**config.mk**
```make
export PLATFORM = sky130hd
export DESIGN_NAME = camera_zoom_reply_deframer_top
export DESIGN_NICKNAME = d
export VERILOG_FILES = /design/src/rtl/core/czrd_pkg.sv /design/src/rtl/core/camera_zoom_reply_deframer_top.sv /design/src/rtl/core/czrd_parser.sv /design/src/rtl/core/czrd_result_stage.sv
export SDC_FILE = /design/constraint.sdc
export NUM_CORES = 1
export LEC_CHECK = 0
export BUFFER_PORTS_ARGS = -buffer_cell sky130_fd_sc_hd__buf_2
export CAP_MARGIN = 5
export CORE_MARGIN = 1.5
export CORE_UTILIZATION = 40
export DETAILED_ROUTE_END_ITERATION = 12
export SLEW_MARGIN = 5
export SYNTH_ARGS = -nofsm -noshare
export SYNTH_HDL_FRONTEND = slang
export SYNTH_SLANG_ARGS = --single-unit
```
**constraint.sdc**
```tcl
create_clock -name aclk -period 10 [get_ports aclk]
set_input_delay 2 -clock aclk [delete_from_list [all_inputs] [get_ports aclk]]
set_output_delay 2 -clock aclk [all_outputs]
set_load 0.01 [all_outputs]
```
**src/rtl/core/czrd_pkg.sv**
```systemverilog
// Package for the camera zoom reply deframer.
// Holds the frame phase type, configuration codes, reset values and the
// structs passed between the parser, the result stage and the top level.
package czrd_pkg;

    localparam int BYTE_W     = 8;
    localparam int POSITION_W = 16;
    localparam int CFG_IDX_W  = 1;
    localparam int CFG_DATA_W = 8;

    localparam logic [BYTE_W-1:0] SYNC_BYTE = 8'hFF;

    localparam logic [CFG_IDX_W-1:0] CFG_EXPECTED_ADDRESS = 1'b0;
    localparam logic [CFG_IDX_W-1:0] CFG_WANTED_COMMAND   = 1'b1;

    localparam logic [BYTE_W-1:0] EXPECTED_ADDRESS_RST = 8'h01;
    localparam logic [BYTE_W-1:0] WANTED_COMMAND_RST   = 8'h6D;

    typedef enum logic [6:0] {
        PH_HUNT   = 7'b0000001,
        PH_SYNCED = 7'b0000010,
        PH_CMD1   = 7'b0000100,
        PH_CMD2   = 7'b0001000,
        PH_HIGH   = 7'b0010000,
        PH_LOW    = 7'b0100000,
        PH_CHECK  = 7'b1000000
    } phase_t;

    typedef struct packed {
        logic [BYTE_W-1:0] expected_address;
        logic [BYTE_W-1:0] wanted_command;
    } cfg_t;

    typedef struct packed {
        logic                  valid;
        logic [POSITION_W-1:0] position_value;
    } result_t;

endpackage

```
**src/rtl/core/camera_zoom_reply_deframer_top.sv**
```systemverilog
// A result beat enters the output register, or the skid entry while m_ is stalled.
// Throughput: one byte per cycle; s_ready is registered and drops only while
// two finished results wait (output register and skid entry both full).
// Reset: aresetn is synchronous, active low; it returns to sync hunt, empties the
// result stage and restores expected_address to 0x01 and wanted_command to 0x6D.
module camera_zoom_reply_deframer_top
    import czrd_pkg::*;
(
    input  logic                  aclk,
    input  logic                  aresetn,
    input  logic                  s_valid,
    output logic                  s_ready,
    input  logic [BYTE_W-1:0]     s_rx_byte,
    output logic                  m_valid,
    input  logic                  m_ready,
    output logic [POSITION_W-1:0] m_position_value,
    input  logic                  cfg_we,
    input  logic [CFG_IDX_W-1:0]  cfg_index,
    input  logic [CFG_DATA_W-1:0] cfg_wdata
);

    cfg_t    cfg_reg;
    result_t result;
    logic    byte_fire;

    assign byte_fire = s_valid && s_ready;

    always_ff @(posedge aclk) begin
        if (!aresetn) begin
            cfg_reg.expected_address <= EXPECTED_ADDRESS_RST;
            cfg_reg.wanted_command   <= WANTED_COMMAND_RST;
        end else if (cfg_we) begin
            unique case (cfg_index)
                CFG_EXPECTED_ADDRESS: cfg_reg.expected_address <= cfg_wdata;
                CFG_WANTED_COMMAND:   cfg_reg.wanted_command   <= cfg_wdata;
                default: ;
            endcase
        end
    end

    czrd_parser u_parser (
        .aclk      (aclk),
        .aresetn   (aresetn),
        .byte_fire (byte_fire),
        .rx_byte   (s_rx_byte),
        .cfg       (cfg_reg),
        .result    (result)
    );

    czrd_result_stage u_result (
        .aclk             (aclk),
        .aresetn          (aresetn),
        .in_result        (result),
        .in_ready         (s_ready),
        .m_valid          (m_valid),
        .m_ready          (m_ready),
        .m_position_value (m_position_value)
    );

endmodule

```
**src/rtl/core/czrd_parser.sv**
```systemverilog
// Frame parser: phase state machine, running checksum and held frame bytes.
// Depends on czrd_pkg; emits at most one result per accepted beat.
module czrd_parser
    import czrd_pkg::*;
(
    input  logic              aclk,
    input  logic              aresetn,
    input  logic              byte_fire,
    input  logic [BYTE_W-1:0] rx_byte,
    input  cfg_t              cfg,
    output result_t           result
);

    phase_t            phase_reg, phase_next;
    logic [BYTE_W-1:0] sum_reg, sum_next;
    logic [BYTE_W-1:0] cmd_reg, cmd_next;
    logic [BYTE_W-1:0] high_reg, high_next;
    logic [BYTE_W-1:0] low_reg, low_next;

    always_comb begin
        phase_next            = phase_reg;
        sum_next              = sum_reg;
        cmd_next              = cmd_reg;
        high_next             = high_reg;
        low_next              = low_reg;
        result.valid          = 1'b0;
        result.position_value = {high_reg, low_reg};
        if (byte_fire) begin
            unique case (phase_reg)
                PH_SYNCED: begin
                    if (rx_byte == cfg.expected_address) begin
                        sum_next   = rx_byte;
                        phase_next = PH_CMD1;
                    end else if (rx_byte == SYNC_BYTE) begin
                        phase_next = PH_SYNCED;
                    end else begin
                        phase_next = PH_HUNT;
                    end
                end
                PH_CMD1: begin
                    sum_next   = sum_reg + rx_byte;
                    phase_next = PH_CMD2;
                end
                PH_CMD2: begin
                    cmd_next   = rx_byte;
                    sum_next   = sum_reg + rx_byte;
                    phase_next = PH_HIGH;
                end
                PH_HIGH: begin
                    high_next  = rx_byte;
                    sum_next   = sum_reg + rx_byte;
                    phase_next = PH_LOW;
                end
                PH_LOW: begin
                    low_next   = rx_byte;
                    sum_next   = sum_reg + rx_byte;
                    phase_next = PH_CHECK;
                end
                PH_CHECK: begin
                    result.valid = (sum_reg == rx_byte) && (cmd_reg == cfg.wanted_command);
                    phase_next   = PH_HUNT;
                end
                default: begin
                    phase_next = (rx_byte == SYNC_BYTE) ? PH_SYNCED : PH_HUNT;
                end
            endcase
        end
    end

    always_ff @(posedge aclk) begin
        if (!aresetn) begin
            phase_reg <= PH_HUNT;
        end else begin
            phase_reg <= phase_next;
        end
    end

    always_ff @(posedge aclk) begin
        sum_reg  <= sum_next;
        cmd_reg  <= cmd_next;
        high_reg <= high_next;
        low_reg  <= low_next;
    end

`ifndef SYNTHESIS
    a_result_from_check: assert property (@(posedge aclk) disable iff (!aresetn)
        result.valid |-> (byte_fire && phase_reg == PH_CHECK))
        else $error("result raised outside checksum beat");

    a_addr_opens_frame: assert property (@(posedge aclk) disable iff (!aresetn)
        (byte_fire && phase_reg == PH_SYNCED && rx_byte == cfg.expected_address)
        |=> phase_reg == PH_CMD1)
        else $error("address beat did not open a frame");

    a_phase_holds_idle: assert property (@(posedge aclk) disable iff (!aresetn)
        !byte_fire |=> $stable(phase_reg))
        else $error("phase moved without a beat");
`endif

endmodule

```
**src/rtl/core/czrd_result_stage.sv**
```systemverilog
// Result stage: output register plus one skid entry toward the m_ channel.
// Depends on czrd_pkg; in_ready is registered and drops only when both are full.
module czrd_result_stage
    import czrd_pkg::*;
(
    input  logic                  aclk,
    input  logic                  aresetn,
    input  result_t               in_result,
    output logic                  in_ready,
    output logic                  m_valid,
    input  logic                  m_ready,
    output logic [POSITION_W-1:0] m_position_value
);

    logic                  main_valid_reg, main_valid_next;
    logic [POSITION_W-1:0] main_data_reg, main_data_next;
    logic                  skid_valid_reg, skid_valid_next;
    logic [POSITION_W-1:0] skid_data_reg, skid_data_next;
    logic                  m_fire;

    assign m_fire           = main_valid_reg && m_ready;
    assign in_ready         = !skid_valid_reg;
    assign m_valid          = main_valid_reg;
    assign m_position_value = main_data_reg;

    always_comb begin
        main_valid_next = main_valid_reg;
        main_data_next  = main_data_reg;
        skid_valid_next = skid_valid_reg;
        skid_data_next  = skid_data_reg;
        if (skid_valid_reg) begin
            if (m_fire) begin
                main_data_next  = skid_data_reg;
                skid_valid_next = 1'b0;
            end
        end else if (main_valid_reg) begin
            if (m_fire) begin
                main_valid_next = in_result.valid;
                main_data_next  = in_result.position_value;
            end else if (in_result.valid) begin
                skid_valid_next = 1'b1;
                skid_data_next  = in_result.position_value;
            end
        end else begin
            main_valid_next = in_result.valid;
            main_data_next  = in_result.position_value;
        end
    end

    always_ff @(posedge aclk) begin
        if (!aresetn) begin
            main_valid_reg <= 1'b0;
            skid_valid_reg <= 1'b0;
        end else begin
            main_valid_reg <= main_valid_next;
            skid_valid_reg <= skid_valid_next;
        end
    end

    always_ff @(posedge aclk) begin
        main_data_reg <= main_data_next;
        skid_data_reg <= skid_data_next;
    end

`ifndef SYNTHESIS
    a_skid_behind_main: assert property (@(posedge aclk) disable iff (!aresetn)
        skid_valid_reg |-> main_valid_reg)
        else $error("skid entry held with empty output register");

    a_no_result_when_full: assert property (@(posedge aclk) disable iff (!aresetn)
        in_result.valid |-> in_ready)
        else $error("result arrived while stage full");

    a_drain_empties: assert property (@(posedge aclk) disable iff (!aresetn)
        (m_fire && !skid_valid_reg && !in_result.valid) |=> !main_valid_reg)
        else $error("output register not emptied after drain");
`endif

endmodule

```
[Word-level counts from Yosys, hierarchy flattened]
Cells that the tools add are included.
Cells by class
  equal/unequal tests: 13
  reduce and logical (&&, ||, !) cells: 14
  multiplexer cells: 18
  bitwise logic cells: 3
  $add $sub $neg: 1
Operators by type and width (number)
  $mux W16: 4
  $pmux W7 S6: 1
  $eq A8 B8 Y1: 3
  $pmux W8 S2: 1
  $reduce_and A2 Y1: 6
  $mux W1: 9
  $add A8 B8 Y8: 1
  $eq A8 B8 Y1 const B: 1
  $mux W8: 1
  $eq A7 B2 Y1 const B: 1
  $eq A7 B3 Y1 const B: 1
  $eq A7 B4 Y1 const B: 1
  $eq A7 B5 Y1 const B: 1
  $eq A7 B6 Y1 const B: 1
  $eq A7 B7 Y1 const B: 1
  $mux W7: 1
  $ne A2 B2 Y1 const B: 2
  $reduce_and A4 Y1: 1
  $reduce_or A4 Y1: 1
  $logic_and A1 B1 Y1: 3
  $not A1 Y1: 3
  $reduce_and A3 Y1: 1
  $mux W2: 1
  $ne A2 B1 Y1 const B: 1
  2 further kinds: 2
Storage, ports and cells
  flip-flop bits (word level): 89
  word-level logic and storage cells: 60
  output and inout port bits: 18

[Logic depth before layout (Yosys ltp)]
  word-level depth: 8
  mapped depth: 8
  gate-level depth less buffers: 8

[Hierarchy]
From an unflattened synthesis, not the netlist that was laid out.
Unflattened totals
  cell total of the unflattened synthesis: 298
  area, all modules: 3980.1 µm²
By module, submodules not included
  czrd_parser: instances 1, cells an instance 165, sequential area each 1101.1 µm², area each 1970.6 µm²
  czrd_result_stage: instances 1, cells an instance 62, sequential area each 1001.0 µm², area each 1327.5 µm²
  camera_zoom_reply_deframer_top: instances 1, cells an instance 71, sequential area each 320.3 µm², area each 681.9 µm²

[Worst setup path after synthesis]
No wires, ideal clock.
  kind: input -> register
  start point: input port s_rx_byte[5]
  end point: register u_result.skid_data_reg[0], enable pin
  stages: 5
  arrival time: 4.510 ns
  slack: 5.078 ns
  buffers on the path: 0
  path through: ha_1 > nor4_1 > nand4_1 > or4_4 > nor3b_1
Between the ends
  word-level cells in the longest chain between the ends: 5
RTL lines
  start, declared: line camera_zoom_reply_deframer_top.sv:13  | input logic [BYTE_W-1:0] s_rx_byte,
  $eq A8 B8 Y1: line czrd_parser.sv:60  | result.valid = (sum_reg == rx_byte) && (cmd_reg == cfg.wanted_command);
  $logic_and A1 B1 Y1: line czrd_parser.sv:60
  $mux W1: line czrd_parser.sv:29  | unique case (phase_reg)
  $mux W1: line czrd_parser.sv:28  | if (byte_fire) begin
  $reduce_and A4 Y1 (no source line)
  end signal, assigned: line czrd_result_stage.sv:62  | skid_data_reg <= skid_data_next;
  end, declared: line czrd_result_stage.sv:18  | logic [POSITION_W-1:0] skid_data_reg, skid_data_next;
No other way between the ends.
A chain may end at the register's enable or synchronous reset.

[Worst setup path after layout]
  start point: input port s_rx_byte[5]
  end point: register u_result.skid_data_reg[2], enable pin
Same word-level chain as after synthesis.

==> flow_summary.json <==
{
  "synth.distinct_cells": 44,
  "avgSynthCellArea_um2": 13.06,
  "p_sw_uw": 153.7,
  "drt-initial-drc-count": 113,
  "hold-worst-slack_ns": 0.4551,
  "ir_drop_mv": 0.07595,
  "clkTransAtPathRegs_ns": 0.09,
  "rows": 35,
  "grt_max_degree": 22,
  "via_count": 2310,
  "relSlewSlack_pct": 23.28,
  "combPwrFrac_pct": 5.0,
  "dieWidth_um": 100.3,
  "p_clk_share_pct": 36.5,
  "fin_setup_tns_ns": 0,
  "critPathRequiredTime_ns": 9.97,
  "hold_depth": 0,
  "async_reset_ff_share_pct": 0,
  "syn_area_mm2": 0.003786,
  "grtUsageTotal_pct": 16.25,
  "drc_errors": 0,
  "r2r-end": "u_result.skid_data_reg[2]",
  "wl_per_cell_um": 16.72,
  "slew_violations": 0,
  "seq_area_frac_synth_pct": 63.98,
  "antenna_found_initial": 0,
  "worstSetupEndpointType": "flip-flop",
  "cts_hold_buf": 0,
  "power.total_uw": 680.9,
  "cts_tree": "done",
  "max_stage_delay_ns": 0.93,
  "postRouteAntennaNets": 0,
  "syn_inst": 290,
  "pwr-share-seq_pct": 58.5,
  "rr_worst_depth": 4,
  "finalHoldViolations": 0,
  "nets": 362,
  "synth_enable_flop_cells": 64,
  "cts_repair_resize_count": 0,
  "firstDrtPassIters": 4,
  "die_area_mm2": 0.01006,
  "synth-warning-count": 0,
  "r2r_slack_ns": 6.85,
  "cts_setup_buffers": 0,
  "drive_gt1_share_pct": 25.82,
  "antenna_cells": 0,
  "finalCriticalPeriod_ns": 4.497,
  "grt_pass1_vias": 2281,
  "cts.path.max_buffers": 2,
  "wl_um": 7491,
  "die_y_um": 100.3,
  "syn2layout_area_growth_pct": 13.62,
  "worst-endpoint-arrival_ns": 4.47,
  "cp-start-kind": "input pin",
  "cts_inserted_buffers": 9,
  "p_sw_share_pct": 22.57,
  "grt_setup_unrepaired": "no",
  "slowest_stage": "nor3b_2",
  "ys.flop_type": "edfxtp_1",
  "worst-slew-pin-transition_ns": 1.146,
  "status": "finished clean",
  "htree_levels": 3,
  "r2r-start": "u_result.skid_valid_reg",
  "clk_latency_ns": 0.36,
  "skew_ns": 0.01040,
  "globalRouteOverflowTotal": 0,
  "cts_num_sinks": 89,
  "start_util_pct": 41.17,
  "root_buffer": "clkbuf_8",
  "core_mm2": 0.009196,
  "min_to": "u_result.skid_data_reg[12]",
  "grt_pass1_wl_um": 12030,
  "min-delay-path-class": "flip-flop to flip-flop",
  "worstPathCellList": "buf_2 > ha_1 > nor4_1 > nand4_1 > or4_4 > nor3b_2",
  "synth.net_count": 320,
  "gp_congestion": 0.9073,
  "min_period_over_period_pct": 44.97,
  "hold_start": "u_parser.high_reg[4]",
  "ioPinCount": 40,
  "p_leak_nw": 1.512,
  "ys_ff_latch": 89,
  "p_per_area_mw_per_mm2": 158.3,
  "cell_internal_pwr_uw": 527.2,
  "port_buffers": 39,
  "worstPathMaxFanout": 16,
  "max_freq_mhz": 222.4,
  "num-fill-cells": 849,
  "drv_cap": 0,
  "setup_violations": 0,
  "dp_hpwl_um": 5511,
  "vias_per_cell": 5.156,
  "crit_type": "input pin to flip-flop"
}
## cell usage after synthesis (2+ instances only)
cell | instances | share of area, %
edfxtp_1 | 64 | 51
nand2_1 | 38 | 3.8
dfxtp_1 | 25 | 13
mux2_2 | 21 | 6.2
xnor2_1 | 21 | 4.9
a21oi_1 | 18 | 2.4
nand3_1 | 9 | 1.2
inv_1 | 8 | 0.79
ha_1 | 7 | 2.3
nor2_1 | 7 | 0.69
clkbuf_1 | 6 | 0.59
nand4_1 | 6 | 0.99
o21ai_0 | 6 | 0.79
nor2b_1 | 5 | 0.83
and2_1 | 4 | 0.66
o21a_1 | 4 | 0.79
and3_1 | 3 | 0.50
nand2b_1 | 3 | 0.50
nor3_1 | 3 | 0.40
nor3b_1 | 3 | 0.59
nor4_1 | 3 | 0.50
o21ai_1 | 3 | 0.40
o21bai_1 | 2 | 0.40
## layout by cell type (no fill, tap or decap), drive strengths merged, types with 9 or more instances in the layout
master / netlist / layout
dfxtp: 25 / 25
nand2: 38 / 38
buf: 3 / 40
clkbuf: 6 / 9
nand3: 9 / 9
edfxtp: 64 / 64
a21oi: 18 / 18
xnor2: 21 / 21
o21ai: 9 / 9
inv: 8 / 10
mux2: 21 / 21
## how the worst max path moves through the flow
stage                      start                   endpoint  slack [ns]  depth (start not counted)
finish              s_rx_byte[5]  u_result.skid_data_reg[2]        5.50                          6
global route        s_rx_byte[5]  u_result.skid_data_reg[7]        5.30                          6
CTS                 s_rx_byte[5]  u_result.skid_data_reg[2]        5.48                          6
detailed placement  s_rx_byte[5]  u_result.skid_data_reg[4]        5.10                          6
global placement    s_rx_byte[5]  u_result.skid_data_reg[5]        5.10                          6
floorplan           s_rx_byte[5]  u_result.skid_data_reg[0]        5.08                          5
## stage by stage
step	instances	utilization (%)	worst slack [ns]	instance area [um2]
3_3_place_gp	432	44.59	5.103	4100
5_1_grt	448	46.78	5.296	4302
3_5_place_dp	432	44.59	5.102	4100
4_1_cts	448	46.78	5.478	4302
6_report	448	46.78	5.503	4302
2_1_floorplan	290	-	5.078	3786
## kinds of logic after synthesis
kind of cell | count (synthesis) | synth area share, %
compound gates | 41 | 6.775
flops | 89 | 63.98
simple gates | 92 | 13.15
mux | 21 | 6.246
fa+ha+maj | 8 | 2.842
xor+xnor | 22 | 5.089
buf+inv | 17 | 1.916
## cell type report
class	instances	area [um2]	area share, %
clock buffer	9	123.9	2.880
clock inverter	7	77.57	1.803
inverter	8	30.03	0.6981
multi-input combinational	184	1306	30.37
sequential	89	2422	56.31
tap	111	138.9	3.229
timing repair buffer	40	202.7	4.712
## critical path, delay by kind of cell
family	cells	cell delay, ns
adder cells (fa/ha/maj)	1	0.36
buffers and inverters	1	0.15
AND/OR/NAND/NOR	4	1.96
## power by group through the flow
stage / Sequential (mW) / Combinational [mW] / Clock, mW
finish: 0.398 / 0.0340 / 0.249
global route: 0.399 / 0.0382 / 0.274
global placement: 0.407 / 0.0335 / 0
floorplan: 0.406 / 0.0211 / 0
CTS: 0.398 / 0.0342 / 0.255
detailed placement: 0.407 / 0.0340 / 0
## routing by layer
metal  global-route usage, %  vias to the layer above  routed length, um
met5                       0                        -                  0
met4                   6.501                        0                109
met3                   3.203                        8                265
met2                   24.96                       44               3516
met1                   22.71                     1112               3600
li1                        -                     1146                  -
No activity file was read; power rests on OpenSTA's default activity.
